## src/hdl/utf8s_pkg.sv

```systemverilog
package utf8s_pkg;

    localparam int BYTE_W      = 8;
    localparam int QUEUE_DEPTH = 4;
    localparam int QPTR_W      = $clog2(QUEUE_DEPTH);
    localparam int WIN_DEPTH   = 4;
    localparam int WIDX_W      = $clog2(WIN_DEPTH);
    localparam int WCNT_W      = $clog2(WIN_DEPTH + 1);

    localparam logic [BYTE_W-1:0] REPLACE_BYTE = 8'h3F;

    // Class of one byte as a start or continuation byte
    typedef enum logic [2:0] {
        KIND_ASCII,
        KIND_LEAD2,
        KIND_LEAD3,
        KIND_LEAD4,
        KIND_CONT,
        KIND_BAD
    } kind_t;

    typedef struct packed {
        logic [BYTE_W-1:0] data;
        kind_t             kind;
        logic              last;
    } item_t;

    typedef struct packed {
        logic [BYTE_W-1:0] data;
        kind_t             kind;
    } win_t;

endpackage

```

## src/hdl/utf8_sanitizer.sv

```systemverilog
// Channel  | Ports                               | Payload
// ---------+-------------------------------------+--------------------------------
// input    | s_tvalid s_tready s_tdata s_tlast   | raw byte, last byte of string
// result   | m_tvalid m_tready m_tdata m_tlast   | sanitised byte, last of string
//
// The front classifies each byte on its transfer and queues it (four entries), so input
// transfers continue while the back works. The back loads one queued byte into its window,
// decides one front byte per cycle while the result is free to take it, and parks an
// unfinished sequence in the window until the next queued byte is loaded.
// Reset (aresetn low at a clock edge) empties the queue, the window and the output.
// A stalled result holds the scan; the front keeps taking transfers until the queue fills.
module utf8_sanitizer (
    input  logic       aclk,
    input  logic       aresetn,
    // input channel
    input  logic       s_tvalid,
    output logic       s_tready,
    input  logic [7:0] s_tdata,   // [7:0] in_byte
    input  logic       s_tlast,   // is_last
    // result channel
    output logic       m_tvalid,
    input  logic       m_tready,
    output logic [7:0] m_tdata,   // [7:0] out_byte
    output logic       m_tlast    // out_last
);

    // queue between the classifying front and the scanning back
    logic             q_valid;
    logic             q_pop;
    utf8s_pkg::item_t q_item;

    // accept and classify: every byte is tagged ASCII, lead of length 2..4,
    // continuation or invalid start, then queued with its end-of-string flag
    utf8s_front u_front (
        .aclk     (aclk),
        .aresetn  (aresetn),
        .s_tvalid (s_tvalid),
        .s_tready (s_tready),
        .s_tdata  (s_tdata),
        .s_tlast  (s_tlast),
        .q_valid  (q_valid),
        .q_item   (q_item),
        .q_pop    (q_pop)
    );

    // scan the window: pass whole clean sequences, replace bad starts with '?',
    // rescan after a bad continuation, hold an unfinished sequence for the next
    // byte, and drop it behind one '?' when the string ends
    utf8s_back u_back (
        .aclk     (aclk),
        .aresetn  (aresetn),
        .q_valid  (q_valid),
        .q_item   (q_item),
        .q_pop    (q_pop),
        .m_tvalid (m_tvalid),
        .m_tready (m_tready),
        .m_tdata  (m_tdata),
        .m_tlast  (m_tlast)
    );

endmodule

```

## src/hdl/utf8s_front.sv

```systemverilog
module utf8s_front (
    input  logic                  aclk,
    input  logic                  aresetn,
    input  logic                  s_tvalid,
    output logic                  s_tready,
    input  logic [7:0]            s_tdata,
    input  logic                  s_tlast,
    output logic                  q_valid,
    output utf8s_pkg::item_t      q_item,
    input  logic                  q_pop
);

    localparam logic [utf8s_pkg::QPTR_W:0] FULL_COUNT = (utf8s_pkg::QPTR_W + 1)'(
        utf8s_pkg::QUEUE_DEPTH);

    utf8s_pkg::item_t              mem_reg [utf8s_pkg::QUEUE_DEPTH];
    logic [utf8s_pkg::QPTR_W-1:0]  wr_ptr_reg, wr_ptr_next;
    logic [utf8s_pkg::QPTR_W-1:0]  rd_ptr_reg, rd_ptr_next;
    logic [utf8s_pkg::QPTR_W:0]    count_reg, count_next;
    utf8s_pkg::kind_t              kind;
    logic                          push;
    logic                          pop;

    // Classify the incoming byte by its top bits
    always_comb begin
        if (s_tdata[7] == 1'b0) begin
            kind = utf8s_pkg::KIND_ASCII;
        end else if ((s_tdata & 8'hC0) == 8'h80) begin
            kind = utf8s_pkg::KIND_CONT;
        end else if ((s_tdata & 8'hE0) == 8'hC0) begin
            kind = utf8s_pkg::KIND_LEAD2;
        end else if ((s_tdata & 8'hF0) == 8'hE0) begin
            kind = utf8s_pkg::KIND_LEAD3;
        end else if ((s_tdata & 8'hF8) == 8'hF0) begin
            kind = utf8s_pkg::KIND_LEAD4;
        end else begin
            kind = utf8s_pkg::KIND_BAD;
        end
    end

    assign s_tready = (count_reg != FULL_COUNT);
    assign push     = s_tvalid && s_tready;
    assign q_valid  = (count_reg != '0);
    assign pop      = q_pop && q_valid;
    assign q_item   = mem_reg[rd_ptr_reg];

    always_comb begin
        wr_ptr_next = push ? wr_ptr_reg + 1'b1 : wr_ptr_reg;
        rd_ptr_next = pop ? rd_ptr_reg + 1'b1 : rd_ptr_reg;
        count_next  = count_reg;
        if (push && !pop) begin
            count_next = count_reg + 1'b1;
        end else if (pop && !push) begin
            count_next = count_reg - 1'b1;
        end
    end

    always_ff @(posedge aclk) begin
        if (push) begin
            mem_reg[wr_ptr_reg] <= '{data: s_tdata, kind: kind, last: s_tlast};
        end
    end

    always_ff @(posedge aclk) begin
        if (!aresetn) begin
            wr_ptr_reg <= '0;
            rd_ptr_reg <= '0;
            count_reg  <= '0;
        end else begin
            wr_ptr_reg <= wr_ptr_next;
            rd_ptr_reg <= rd_ptr_next;
            count_reg  <= count_next;
        end
    end

    a_count_bound: assert property (@(posedge aclk) disable iff (!aresetn)
        count_reg <= FULL_COUNT)
        else $error("queue count beyond depth");

    a_full_no_push: assert property (@(posedge aclk) disable iff (!aresetn)
        (count_reg == FULL_COUNT && !q_pop) |=> count_reg == FULL_COUNT)
        else $error("full queue changed without a pop");

    a_pop_drains: assert property (@(posedge aclk) disable iff (!aresetn)
        (pop && !push) |=> count_reg == $past(count_reg) - 1'b1)
        else $error("pop did not lower the count");

endmodule

```

## src/hdl/utf8s_back.sv

```systemverilog
module utf8s_back (
    input  logic                  aclk,
    input  logic                  aresetn,
    input  logic                  q_valid,
    input  utf8s_pkg::item_t      q_item,
    output logic                  q_pop,
    output logic                  m_tvalid,
    input  logic                  m_tready,
    output logic [7:0]            m_tdata,
    output logic                  m_tlast
);

    typedef enum logic {
        ST_IDLE,
        ST_SCAN
    } state_t;

    state_t                        state_reg, state_next;
    utf8s_pkg::win_t               win_reg [utf8s_pkg::WIN_DEPTH];
    utf8s_pkg::win_t               win_next [utf8s_pkg::WIN_DEPTH];
    logic [utf8s_pkg::WCNT_W-1:0]  cnt_reg, cnt_next;
    logic [1:0]                    run_reg, run_next;
    logic                          last_reg, last_next;
    logic                          out_valid_reg, out_valid_next;
    logic [7:0]                    out_data_reg, out_data_next;
    logic                          out_last_reg, out_last_next;

    logic                          out_free;
    logic                          emit;
    logic [7:0]                    emit_data;
    logic                          shift;
    logic                          clear;
    logic                          hold;
    logic [utf8s_pkg::WCNT_W-1:0]  seq_len;
    logic                          seq_ok;
    logic [utf8s_pkg::WCNT_W-1:0]  cnt_after;

    assign out_free = !out_valid_reg || m_tready;
    assign m_tvalid = out_valid_reg;
    assign m_tdata  = out_data_reg;
    assign m_tlast  = out_last_reg;
    assign q_pop    = (state_reg == ST_IDLE) && q_valid;

    // Length announced by the lead at the front and whether its tail is clean
    always_comb begin
        case (win_reg[0].kind)
            utf8s_pkg::KIND_LEAD2: begin
                seq_len = utf8s_pkg::WCNT_W'(2);
                seq_ok  = (win_reg[1].kind == utf8s_pkg::KIND_CONT);
            end
            utf8s_pkg::KIND_LEAD3: begin
                seq_len = utf8s_pkg::WCNT_W'(3);
                seq_ok  = (win_reg[1].kind == utf8s_pkg::KIND_CONT)
                       && (win_reg[2].kind == utf8s_pkg::KIND_CONT);
            end
            utf8s_pkg::KIND_LEAD4: begin
                seq_len = utf8s_pkg::WCNT_W'(4);
                seq_ok  = (win_reg[1].kind == utf8s_pkg::KIND_CONT)
                       && (win_reg[2].kind == utf8s_pkg::KIND_CONT)
                       && (win_reg[3].kind == utf8s_pkg::KIND_CONT);
            end
            default: begin
                seq_len = utf8s_pkg::WCNT_W'(1);
                seq_ok  = 1'b1;
            end
        endcase
    end

    // One front byte decided per cycle while the result is free
    always_comb begin
        emit      = 1'b0;
        emit_data = win_reg[0].data;
        shift     = 1'b0;
        clear     = 1'b0;
        hold      = 1'b0;
        run_next  = run_reg;
        if (state_reg == ST_SCAN && out_free) begin
            if (run_reg != 2'd0) begin
                emit     = 1'b1;
                shift    = 1'b1;
                run_next = run_reg - 1'b1;
            end else begin
                case (win_reg[0].kind)
                    utf8s_pkg::KIND_ASCII: begin
                        emit  = 1'b1;
                        shift = 1'b1;
                    end
                    utf8s_pkg::KIND_LEAD2,
                    utf8s_pkg::KIND_LEAD3,
                    utf8s_pkg::KIND_LEAD4: begin
                        if (cnt_reg < seq_len) begin
                            // string ends inside the sequence: one '?' and drop the rest
                            if (last_reg) begin
                                emit      = 1'b1;
                                emit_data = utf8s_pkg::REPLACE_BYTE;
                                clear     = 1'b1;
                            end else begin
                                hold = 1'b1;
                            end
                        end else if (seq_ok) begin
                            emit     = 1'b1;
                            shift    = 1'b1;
                            run_next = 2'(seq_len - 1'b1);
                        end else begin
                            // rescan from the byte after the lead
                            emit      = 1'b1;
                            emit_data = utf8s_pkg::REPLACE_BYTE;
                            shift     = 1'b1;
                        end
                    end
                    default: begin
                        emit      = 1'b1;
                        emit_data = utf8s_pkg::REPLACE_BYTE;
                        shift     = 1'b1;
                    end
                endcase
            end
        end
    end

    always_comb begin
        if (clear) begin
            cnt_after = '0;
        end else if (shift) begin
            cnt_after = cnt_reg - 1'b1;
        end else begin
            cnt_after = cnt_reg;
        end
    end

    always_comb begin
        state_next     = state_reg;
        cnt_next       = cnt_reg;
        last_next      = last_reg;
        out_valid_next = out_valid_reg;
        out_data_next  = out_data_reg;
        out_last_next  = out_last_reg;
        for (int i = 0; i < utf8s_pkg::WIN_DEPTH; i++) begin
            win_next[i] = win_reg[i];
        end

        if (out_valid_reg && m_tready) begin
            out_valid_next = 1'b0;
        end

        case (state_reg)
            ST_IDLE: begin
                if (q_valid) begin
                    win_next[cnt_reg[utf8s_pkg::WIDX_W-1:0]] =
                        '{data: q_item.data, kind: q_item.kind};
                    cnt_next   = cnt_reg + 1'b1;
                    last_next  = q_item.last;
                    state_next = ST_SCAN;
                end
            end
            ST_SCAN: begin
                if (shift) begin
                    for (int i = 0; i < utf8s_pkg::WIN_DEPTH - 1; i++) begin
                        win_next[i] = win_reg[i + 1];
                    end
                end
                cnt_next = cnt_after;
                if (emit) begin
                    out_valid_next = 1'b1;
                    out_data_next  = emit_data;
                    out_last_next  = last_reg && (cnt_after == '0);
                end
                if (hold || ((emit) && cnt_after == '0)) begin
                    state_next = ST_IDLE;
                end
            end
            default: begin
                state_next = ST_IDLE;
            end
        endcase
    end

    always_ff @(posedge aclk) begin
        for (int i = 0; i < utf8s_pkg::WIN_DEPTH; i++) begin
            win_reg[i] <= win_next[i];
        end
        last_reg     <= last_next;
        out_data_reg <= out_data_next;
        out_last_reg <= out_last_next;
        if (!aresetn) begin
            state_reg     <= ST_IDLE;
            cnt_reg       <= '0;
            run_reg       <= 2'd0;
            out_valid_reg <= 1'b0;
        end else begin
            state_reg     <= state_next;
            cnt_reg       <= cnt_next;
            run_reg       <= run_next;
            out_valid_reg <= out_valid_next;
        end
    end

    a_idle_window: assert property (@(posedge aclk) disable iff (!aresetn)
        state_reg == ST_IDLE |-> cnt_reg < utf8s_pkg::WCNT_W'(utf8s_pkg::WIN_DEPTH))
        else $error("idle with a full window");

    a_run_covered: assert property (@(posedge aclk) disable iff (!aresetn)
        run_reg != 2'd0 |-> (state_reg == ST_SCAN && cnt_reg >= {1'b0, run_reg}))
        else $error("sequence run longer than the window");

    a_last_empties: assert property (@(posedge aclk) disable iff (!aresetn)
        (emit && last_reg && cnt_after == '0) |=> (cnt_reg == '0 && state_reg == ST_IDLE))
        else $error("window not empty after end of string");

    a_stall_holds: assert property (@(posedge aclk) disable iff (!aresetn)
        (state_reg == ST_SCAN && out_valid_reg && !m_tready)
            |=> $stable(cnt_reg) && $stable(run_reg))
        else $error("scan moved while the result stalled");

endmodule
```

## config.mk

```make
export PLATFORM = sky130hd
export DESIGN_NAME = utf8_sanitizer
export DESIGN_NICKNAME = d
export VERILOG_FILES = /design/src/hdl/utf8s_pkg.sv /design/src/hdl/utf8_sanitizer.sv /design/src/hdl/utf8s_front.sv /design/src/hdl/utf8s_back.sv
export SDC_FILE = /design/constraint.sdc
export NUM_CORES = 1
export LEC_CHECK = 0
export ABC_AREA = 1
export BUFFER_PORTS_ARGS = -buffer_cell sky130_fd_sc_hd__buf_4
export CAP_MARGIN = 20
export CELL_PAD_IN_SITES_DETAIL_PLACEMENT = 0
export CELL_PAD_IN_SITES_GLOBAL_PLACEMENT = 1
export CORE_UTILIZATION = 43
export CTS_CLUSTER_DIAMETER = 60
export DETAILED_ROUTE_END_ITERATION = 6
export PLACE_DENSITY_LB_ADDON = 0.15
export SYNTH_ARGS = -nofsm -noshare
export SYNTH_HDL_FRONTEND = slang
export SYNTH_SLANG_ARGS = --single-unit
```

## constraint.sdc

```tcl
create_clock -name aclk -period 3 [get_ports aclk]
set_clock_uncertainty 0.05 [all_clocks]
set_input_delay 0.75 -clock aclk [delete_from_list [all_inputs] [get_ports aclk]]
set_output_delay 0.75 -clock aclk [all_outputs]
set_load 0.005 [all_outputs]
```

==> flow_metrics.py, run 1 <==
metrics = {
    "finish": {
        "largest_register_ff_count": 48,
        "seq_area_mm2": 0.00338,
        "drive_above_1_share": 0.180,
        "multiInputGateArea_mm2": 0.00145,
        "diodes": 0,
        "post-route-util": 0.526,
        "layout_common_cells": "nand2_1 (107), edfxtp_1 (102), inv_1 (49)",
        "layout_commonest_cell": "nand2_1",
        "final_nets": 513,
        "areaGrowthSynthToFinish_pct": 17.9,
        "fillers": 998,
    },
    "flow_run": {
        "max-cap-violations": 0,
    },
    "power": {
        "powerDensity_mw_per_mm2": 1120,
        "leakage_nw": 2.40,
        "max-vdd-ir-drop_v": 0.000534,
    },
    "critical_path": {
        "critPathKind": "flip-flop to flip-flop",
        "worstPathMaxFanout": 11,
        "crit_path_max_incr_delay_ns": 0.42,
        "crit_arrival_ns": 2.33,
        "crit_path_start_kind": "flip-flop",
        "critPathRequiredTime_ns": 3.01,
        "endpoint_kind": "flip-flop",
        "cp_cell_sequence": "inv_2, nand2_2, inv_1, nand2_1, o21ai_1, inv_1, ha_1, nand2_1, inv_1, nand2_4, nand3_4, nand2_4, nand2_1",
        "cp_slowest_cell": "edfxtp_1",
    },
    "cts": {
        "clk_pin_slew_ns": 0.05,
        "worstSkewPairLatency_ns": 0.41,
        "cts_buffer_depth": 2,
        "cts_resized": 0,
        "cts_setup_buffers": 0,
        "hold_buffers": 0,
        "clockRootBuffer": "clkbuf_16",
        "cts_tree": "built",
        "clock-sinks": 118,
        "cts_max_level": 4,
        "cts_buffers": 17,
    },
    "detailed_routing": {
        "vias": 3178,
        "vias_per_cell": 4.93,
        "drcViolationCount": 2,
        "drt_wl_total_mm": 8.79,
        "ant_nets": 0,
        "dr.pass1.iters": 7,
        "drt_iter0_drc": 156,
        "wire_per_inst_um": 13.6,
    },
    "yosys": {
        "yosysUniqueCellTypes": 38,
        "syn_area_per_cell_um2": 11.3,
        "synth_edf_count": 102,
        "seq_area_frac_synth": 0.658,
        "syn_area_mm2": 0.00514,
        "ys_async_sr_fraction": 0,
        "synth_seq_cells": 118,
        "yosysWarnings": 0,
        "netlist_instances": 453,
        "synth_nets": 478,
        "synth_top_flop_cell": "edfxtp_1",
    },
    "placed_design": {
        "preCtsSetupSlack_ns": 0.662,
        "place.gp.congestion": 0.764,
        "dp_hpwl_mm": 5.99,
        "io_buffers": 23,
    },
    "grt": {
        "overflow": 0,
        "antenna_found_initial": 0,
        "grt_pass1_vias": 3100,
        "grt_pass1_wl_mm": 14.8,
        "track_usage": 0.158,
        "grt_max_degree": 35,
    },
    "die": {
        "rows": 39,
        "core_area_mm2": 0.0115,
        "io_pins": 24,
        "die_area_mm2": 0.0124,
        "fp.dieH_um": 111,
        "dieWidth_um": 111,
        "initial_core_util": 0.446,
    },
    "sta": {
        "finalSetupViolCount": 0,
        "drv_slew": 0,
        "period_share": 0.774,
        "setup_ws_ns": 0.678,
        "worst_pin_slew_ns": 0.790,
        "rsz0062_at_grt": "no",
        "layout_min_cycle_time_ns": 2.32,
        "relSlewSlack": 0.473,
        "hold_viol": 0,
        "totalNegativeSetupSlack_ns": 0,
        "fmax_mhz": 431,
    },
    "outcome": {
        "failed_checks": "DRC",
        "status": "finished with violations",
    },
    "min_path": {
        "hp-class": "flip-flop to flip-flop",
    },
}
## metal layers
layer | wire length (um) | GRT usage | share of wire | up-vias
met5 | 0 | 0 | 0 | -
met4 | 168 | 0.0847 | 0.019 | 0
met3 | 286 | 0.0474 | 0.033 | 14
met2 | 4090 | 0.246 | 0.46 | 49
met1 | 4250 | 0.200 | 0.48 | 1488
li1 | - | - | - | 1627
## layout make-up
class / count / area share
clock buffers: 20 / 0.0720
clock inverters: 12 / 0.0262
inverters: 59 / 0.0367
multi-input cells: 261 / 0.239
flip-flops and latches: 118 / 0.558
well taps: 143 / 0.0295
repair buffers: 31 / 0.0384
## cell families after synthesis
| family | synth area share |
|---|---|
| adder cells (fa/ha/maj) | 0.0307 |
| AND/OR/NAND/NOR | 0.133 |
| buffers and inverters | 0.0604 |
| flip-flops | 0.658 |
| XOR/XNOR | 0.00682 |
| AO/OA/AOI/OAI | 0.111 |
## cells in the mapped netlist (4+ instances only)
cell type    n  area [um2]
nor3_1       4        20.0
nand3_1     10        50.1
nand2_2      6        37.5
inv_2        9        33.8
a32oi_1      7        61.3
nand2_1    107         402
buf_2        7        35.0
o21ai_0     23         115
nand3_2      4        40.0
o22ai_1      5        31.3
a21oi_1     26         130
inv_1       49         184
dfxtp_1     16         320
a32oi_2      4        65.1
ha_1        11         138
o21ai_1     19        95.1
nor2_1      13        48.8
clkbuf_1     4        15.0
edfxtp_1   102        3060
## stage by stage
stage | hold slack, ns | std cells | total power, mW | instance area (um2)
after global placement | 0.421 | 612 | 4.77 | 5470
after floorplan | 0.406 | 453 | 4.27 | 5140
after detailed placement | 0.432 | 612 | 4.82 | 5470
after CTS | 0.439 | 644 | 6.88 | 6060
after global routing | 0.452 | 644 | 7.26 | 6060
final | 0.441 | 644 | 6.81 | 6060
## report_power, final
part	total, mW	internal [mW]	switching [mW]	leakage (nW)
sequential	2.67	2.48	0.190	1.09
clock	2.04	1.37	0.673	0.290
combinational	2.09	0.696	1.40	1.02
## final timing paths
path	startpoint	cells past startpoint	slack, ns	to
setup reg to reg	u_back.win_reg[0][2]	13	0.68	u_back.win_reg[1][1]
setup / recovery	u_back.win_reg[0][2]	13	0.68	u_back.win_reg[1][1]
hold / removal	u_front.count_reg[1]	2	0.44	u_front.count_reg[1]
hold reg to reg	u_front.count_reg[1]	2	0.44	u_front.count_reg[1]
## worst max-delay path: cells and delay by family, from the launching register on
kind / cells / cell delay (ns)
and+or+nand+nor: 7 / 0.79
DFF: 1 / 0.42
buffers and inverters: 4 / 0.35
adders and majority gates: 1 / 0.28
AOI/OAI and AO/OA: 1 / 0.10
Power figures use the tool's default switching activity.
==> run 2, diff against run 1 <==
==> constraint.sdc (replaced) <==
create_clock -name aclk -period 2.22 [get_ports aclk]
set_clock_uncertainty 0.05 [all_clocks]
set_input_delay 0.555 -clock aclk [delete_from_list [all_inputs] [get_ports aclk]]
set_output_delay 0.555 -clock aclk [all_outputs]
set_load 0.005 [all_outputs]
==> flow_metrics.py, run 2 (synthesis results as in run 1) <==
metrics = {
    "outcome": {
        "status": "completed",
    },
    "grt": {
        "antenna_found_initial": 0,
        "track_usage": 0.157,
        "grt_pass1_wl_mm": 14.9,
        "grt_pass1_vias": 3132,
        "overflow": 0,
        "grt_max_degree": 34,
    },
    "cts": {
        "clk_pin_slew_ns": 0.05,
        "cts_buffer_depth": 2,
        "clock-sinks": 118,
        "worstSkewPairLatency_ns": 0.40,
        "cts_tree": "built",
        "clockRootBuffer": "clkbuf_16",
        "cts_buffers": 17,
        "cts_max_level": 4,
    },
    "sta": {
        "finalSetupViolCount": 0,
        "relSlewSlack": 0.573,
        "period_share": 0.942,
        "layout_min_cycle_time_ns": 2.09,
        "fmax_mhz": 478,
        "worst_pin_slew_ns": 0.636,
        "hold_viol": 0,
        "whs_ns": 0.298,
        "drv_slew": 0,
        "totalNegativeSetupSlack_ns": 0,
    },
    "power": {
        "leakage_nw": 2.49,
        "total_power_mw": 9.71,
        "max-vdd-ir-drop_v": 0.000853,
        "powerDensity_mw_per_mm2": 1540,
    },
    "min_path": {
        "whs_path_depth": 1,
        "hp-class": "input port to flip-flop",
    },
    "critical_path": {
        "endpoint_kind": "flip-flop",
        "critPathRequiredTime_ns": 2.33,
        "crit_arrival_ns": 2.20,
        "critPathKind": "flip-flop to flip-flop",
        "reg2reg_depth": 15,
        "rrSetupSlack_ns": 0.13,
        "worstPathMaxFanout": 3,
        "crit_path_start_kind": "flip-flop",
    },
    "flow_run": {
        "max-cap-violations": 0,
    },
    "detailed_routing": {
        "ant_nets": 0,
        "drt_iter0_drc": 130,
        "wire_per_inst_um": 13.3,
        "dr.pass1.iters": 4,
        "drt_wl_total_mm": 8.83,
        "vias": 3197,
        "vias_per_cell": 4.83,
        "drcViolationCount": 0,
    },
    "finish": {
        "areaGrowthSynthToFinish_pct": 22.4,
        "multiInputGateArea_mm2": 0.00153,
        "layout_common_cells": "edfxtp_1 (102), nand2_1 (99), inv_1 (46)",
        "seq_area_mm2": 0.00338,
        "drive_above_1_share": 0.243,
        "final_nets": 531,
        "fillers": 992,
        "diodes": 0,
        "layout_commonest_cell": "edfxtp_1",
        "largest_register_ff_count": 48,
    },
    "die": {
        "io_pins": 24,
        "rows": 39,
        "core_area_mm2": 0.0115,
        "die_area_mm2": 0.0124,
        "initial_core_util": 0.446,
        "fp.dieH_um": 111,
        "dieWidth_um": 111,
    },
    "placed_design": {
        "place.gp.congestion": 0.756,
        "io_buffers": 23,
        "dp_hpwl_mm": 5.92,
    },
}
[run 2: cell count changes in the layout (fill, tap and decap cells not counted), moves of 3 or more]
cell | before | now
inv_2 | 9 | 12
inv_1 | 49 | 46
nand2_1 | 107 | 99
buf_12 | 0 | 3
o21ai_0 | 23 | 20
buf_4 | 31 | 45
nand2_2 | 6 | 12
[run 2: final timing paths]
| check | from | endpoint |
|---|---|---|
| worst max-delay path | u_back.win_reg[0][2] | u_back.m_tlast |
| worst min-delay path | s_tdata[2] | u_front.mem_reg[0][6] |
| worst max register to register | u_back.win_reg[0][2] | u_back.m_tlast |
| worst min register to register | u_back.run_reg[1] | u_back.run_reg[1] |
[run 2: cell type report]
type	count	area share
sequential	118	0.538
multi-input combinational	261	0.243
clock buffer	21	0.0700
timing repair buffer	49	0.0650
inverter	59	0.0354
tap	143	0.0284
clock inverter	11	0.0211
[run 2: stage by stage]
stage | worst slack [ns] | instances | util | cell area (um2)
after global placement | 0.0646 | 625 | 0.486 | 5600
after global routing | -0.0209 | 662 | 0.547 | 6290
final | 0.129 | 662 | 0.547 | 6290
after detailed placement | 0.00474 | 625 | 0.486 | 5600
after floorplan | 0.0321 | 453 | - | 5140
after CTS | 0.0292 | 658 | 0.537 | 6180
[run 2: critical path, stage by stage, from the launching register on]
cell	delay, ns
edfxtp_1	0.43
nor2_2	0.13
inv_1	0.06
o21ai_2	0.17
inv_2	0.06
ha_4	0.25
nand2_1	0.05
inv_2	0.06
nand2_4	0.06
nand2_4	0.06
inv_2	0.05
buf_4	0.13
nand3_4	0.06
nand3_2	0.08
nand3_2	0.10
nor2_2	0.04
[run 2: timing repair]
action | 4_1_cts | 5_1_grt
hold buffers | 0 | 0
endpoints found under the hold margin | 0 | 0
buffers inserted | 1 | 4
resized for setup | 1 | 24
pin swaps | 1 | 10
endpoints found under the setup margin | 6 | 34
[run 2: report_power, final]
| group | switching, mW | internal [mW] | leakage [nW] |
|---|---|---|---|
| registers | 0.257 | 3.34 | 1.09 |
| clock network | 0.903 | 1.74 | 0.276 |
| logic | 2.09 | 1.38 | 1.12 |
[run 2: routing by layer]
layer	global-route usage	wire length [um]	vias to the layer above
li1	-	-	1666
met1	0.190	4140	1478
met2	0.263	4320	45
met3	0.0490	272	8
met4	0.0604	85	0
met5	0	0	-
==> run 3, diff against run 2 <==
--- a/config.mk
+++ b/config.mk
@@ -5,7 +5,6 @@
 export SDC_FILE = /design/constraint.sdc
 export NUM_CORES = 1
 export LEC_CHECK = 0
-export ABC_AREA = 1
 export BUFFER_PORTS_ARGS = -buffer_cell sky130_fd_sc_hd__buf_4
 export CAP_MARGIN = 20
 export CELL_PAD_IN_SITES_DETAIL_PLACEMENT = 0
@@ -16,4 +15,5 @@
 export PLACE_DENSITY_LB_ADDON = 0.15
 export SYNTH_ARGS = -nofsm -noshare
 export SYNTH_HDL_FRONTEND = slang
+export SYNTH_HIERARCHICAL = 1
 export SYNTH_SLANG_ARGS = --single-unit
==> flow_metrics.py, run 3 <==
metrics = {
    "finish": {
        "drive_above_1_share": 0.308,
        "seq_area_mm2": 0.00339,
        "multiInputGateArea_mm2": 0.00162,
        "largest_register_ff_count": 48,
        "layout_commonest_cell": "edfxtp_1",
        "layout_common_cells": "edfxtp_1 (102), buf_4 (51), a22o_1 (33)",
        "postLayoutCellArea_mm2": 0.00629,
        "final_nets": 402,
        "areaGrowthSynthToFinish_pct": 25.4,
        "diodes": 0,
        "fillers": 940,
    },
    "yosys": {
        "yosys.area.top_type": "edfxtp_1",
        "synth_top_flop_cell": "edfxtp_1",
        "synth_top_area_frac": 0.610,
        "yosysWarnings": 6,
        "syn_area_mm2": 0.00502,
        "seq_area_frac_synth": 0.674,
        "synth_seq_cells": 118,
        "synth_edf_count": 102,
        "yosysMostFrequentCell": "edfxtp_1",
        "syn_area_per_cell_um2": 15.9,
        "yosysUniqueCellTypes": 53,
        "netlist_instances": 315,
        "ys_async_sr_fraction": 0,
        "synth_commonest_cells": "edfxtp_1 (102), a22o_1 (33), nand2_1 (18)",
        "synth_area_leaders": "edfxtp_1 (61%), dfxtp_1 (6.4%), a22o_1 (5.8%), mux4_2 (5.4%), ha_1 (2.7%)",
        "synth_nets": 340,
    },
    "detailed_routing": {
        "drt_wl_total_mm": 8.62,
        "wire_per_inst_um": 16.2,
        "drcViolationCount": 0,
        "dr.pass1.iters": 4,
        "ant_nets": 0,
        "vias_per_cell": 5.18,
        "drt_iter0_drc": 127,
        "vias": 2762,
    },
    "critical_path": {
        "crit_arrival_ns": 2.51,
        "endpoint_kind": "flip-flop",
        "cp_slowest_cell": "or3_4",
        "crit_path_start_kind": "flip-flop",
        "cp_cell_sequence": "or3_4, nor2b_4, o31ai_4, ha_2, inv_2, fa_2, xor2_1, or3_1, a21boi_1",
        "worstPathMaxFanout": 2,
        "critPathKind": "flip-flop to flip-flop",
        "crit_path_max_incr_delay_ns": 0.38,
        "worstReg2RegEnd": "u_front/count_reg[2]",
        "cp.depth": 9,
        "r2r-start": "u_front/count_reg[0]",
        "reg2reg_depth": 9,
        "crit_family": "simple AND/OR/NAND/NOR gates",
        "path_buf_inv": 1,
        "critPathRequiredTime_ns": 2.51,
        "crit_start": "u_front/count_reg[0]",
        "rrSetupSlack_ns": 0.005,
        "crit_path_end": "u_front/count_reg[2]",
    },
    "sta": {
        "totalNegativeSetupSlack_ns": 0,
        "worst_pin_slew_ns": 0.479,
        "drv_slew": 0,
        "period_share": 0.998,
        "finalSetupViolCount": 0,
        "hold_viol": 0,
        "relSlewSlack": 0.678,
        "layout_min_cycle_time_ns": 2.21,
        "fmax_mhz": 451,
        "rsz0062_at_grt": "yes",
    },
    "power": {
        "p_sw_frac": 0.297,
        "powerDensity_mw_per_mm2": 1550,
        "power.clock.fraction": 0.288,
        "combPwrFrac": 0.344,
        "leakage_nw": 2.28,
        "switchingPower_mw": 2.90,
        "seq_power_share": 0.368,
        "max-vdd-ir-drop_v": 0.00115,
        "p_int_mw": 6.85,
    },
    "grt": {
        "grt_max_degree": 42,
        "grt_pass1_wl_mm": 13.6,
        "antenna_found_initial": 0,
        "grt_pass1_vias": 2706,
        "overflow": 0,
        "track_usage": 0.161,
    },
    "cts": {
        "cts_buffer_depth": 2,
        "cts_tree": "built",
        "worstSkewPairLatency_ns": 0.41,
        "cts_max_level": 4,
        "clk_pin_slew_ns": 0.05,
        "clock-sinks": 118,
        "cts_buffers": 17,
        "hold_buffers": 0,
        "clockRootBuffer": "clkbuf_16",
    },
    "flow_run": {
        "max-cap-violations": 0,
    },
    "placed_design": {
        "io_buffers": 23,
        "placed_cell_area_mm2": 0.00562,
        "place.gp.congestion": 0.762,
        "dp_hpwl_mm": 5.92,
    },
    "die": {
        "die_area_mm2": 0.0121,
        "initial_core_util": 0.439,
        "rows": 39,
        "fp.dieH_um": 110,
        "dieWidth_um": 110,
        "io_pins": 24,
        "core_area_mm2": 0.0114,
    },
    "min_path": {
        "hp-class": "input port to flip-flop",
        "whs_path_depth": 1,
    },
    "outcome": {
        "status": "completed",
    },
}
-- run 3: metal layers --
| metal | part of all wire | track usage | vias up |
|---|---|---|---|
| met1 | 0.45 | 0.187 | 1347 |
| met5 | 0 | 0 | - |
| met4 | 0.017 | 0.0790 | 0 |
| li1 | - | - | 1353 |
| met3 | 0.037 | 0.0635 | 14 |
| met2 | 0.49 | 0.258 | 48 |
-- run 3: how the worst min path moves through the flow --
stage                          start                    end  slack, ns
2_1_floorplan  u_front/wr_ptr_reg[1]  u_front/wr_ptr_reg[1]       0.42
3_3_place_gp   u_front/wr_ptr_reg[1]  u_front/wr_ptr_reg[1]       0.43
3_5_place_dp    u_back/win_reg[0][3]      u_back/m_tdata[0]       0.44
4_1_cts                   s_tdata[2]  u_front/mem_reg[2][6]       0.27
5_1_grt                   s_tdata[2]  u_front/mem_reg[3][6]       0.27
6_report                  s_tdata[2]  u_front/mem_reg[1][6]       0.29
-- run 3: power groups by stage --
stage	registers [mW]	clock network [mW]	logic [mW]
floorplan	3.62	0	2.10
global placement	3.60	0	3.21
detailed placement	3.63	0	3.28
CTS	3.59	2.88	3.37
global route	3.65	2.96	3.70
finish	3.59	2.81	3.35
-- run 3: cell families after synthesis --
| kind of cell | count (synthesis) | share of synthesized area |
|---|---|---|
| XOR/XNOR | 6 | 0.0105 |
| AO/OA/AOI/OAI | 70 | 0.125 |
| flip-flops | 118 | 0.674 |
| adder cells (fa/ha/maj) | 12 | 0.0314 |
| multiplexers | 15 | 0.0599 |
| buffers and inverters | 20 | 0.0167 |
| AND/OR/NAND/NOR | 74 | 0.0823 |
-- run 3: what timing repair did --
item / in CTS / in global routing
pin swaps: 4 / 6
resized for setup: 3 / 3
endpoints found under the hold margin: 0 / 0
cloned: 0 / 0
buffers inserted: 3 / 2
endpoints found under the setup margin: 18 / 11
-- run 3: layout make-up --
| class | instances | area share |
|---|---|---|
| flip-flops and latches | 118 | 0.539 |
| well taps | 143 | 0.0284 |
| clock buffers | 18 | 0.0682 |
| inverters | 7 | 0.00418 |
| multi-input cells | 177 | 0.257 |
| clock inverters | 14 | 0.0288 |
| repair buffers | 56 | 0.0740 |
-- run 3: per-stage QoR --
step	total power, mW	utilization	hold slack [ns]	worst slack (ns)	instances
floorplan	5.72	-	0.418	-0.142	315
global placement	6.81	0.492	0.435	-0.0230	497
detailed placement	6.92	0.492	0.436	-0.140	497
CTS	9.84	0.549	0.266	-0.0188	532
global route	10.3	0.551	0.272	-0.0945	533
finish	9.75	0.551	0.291	0.00511	533
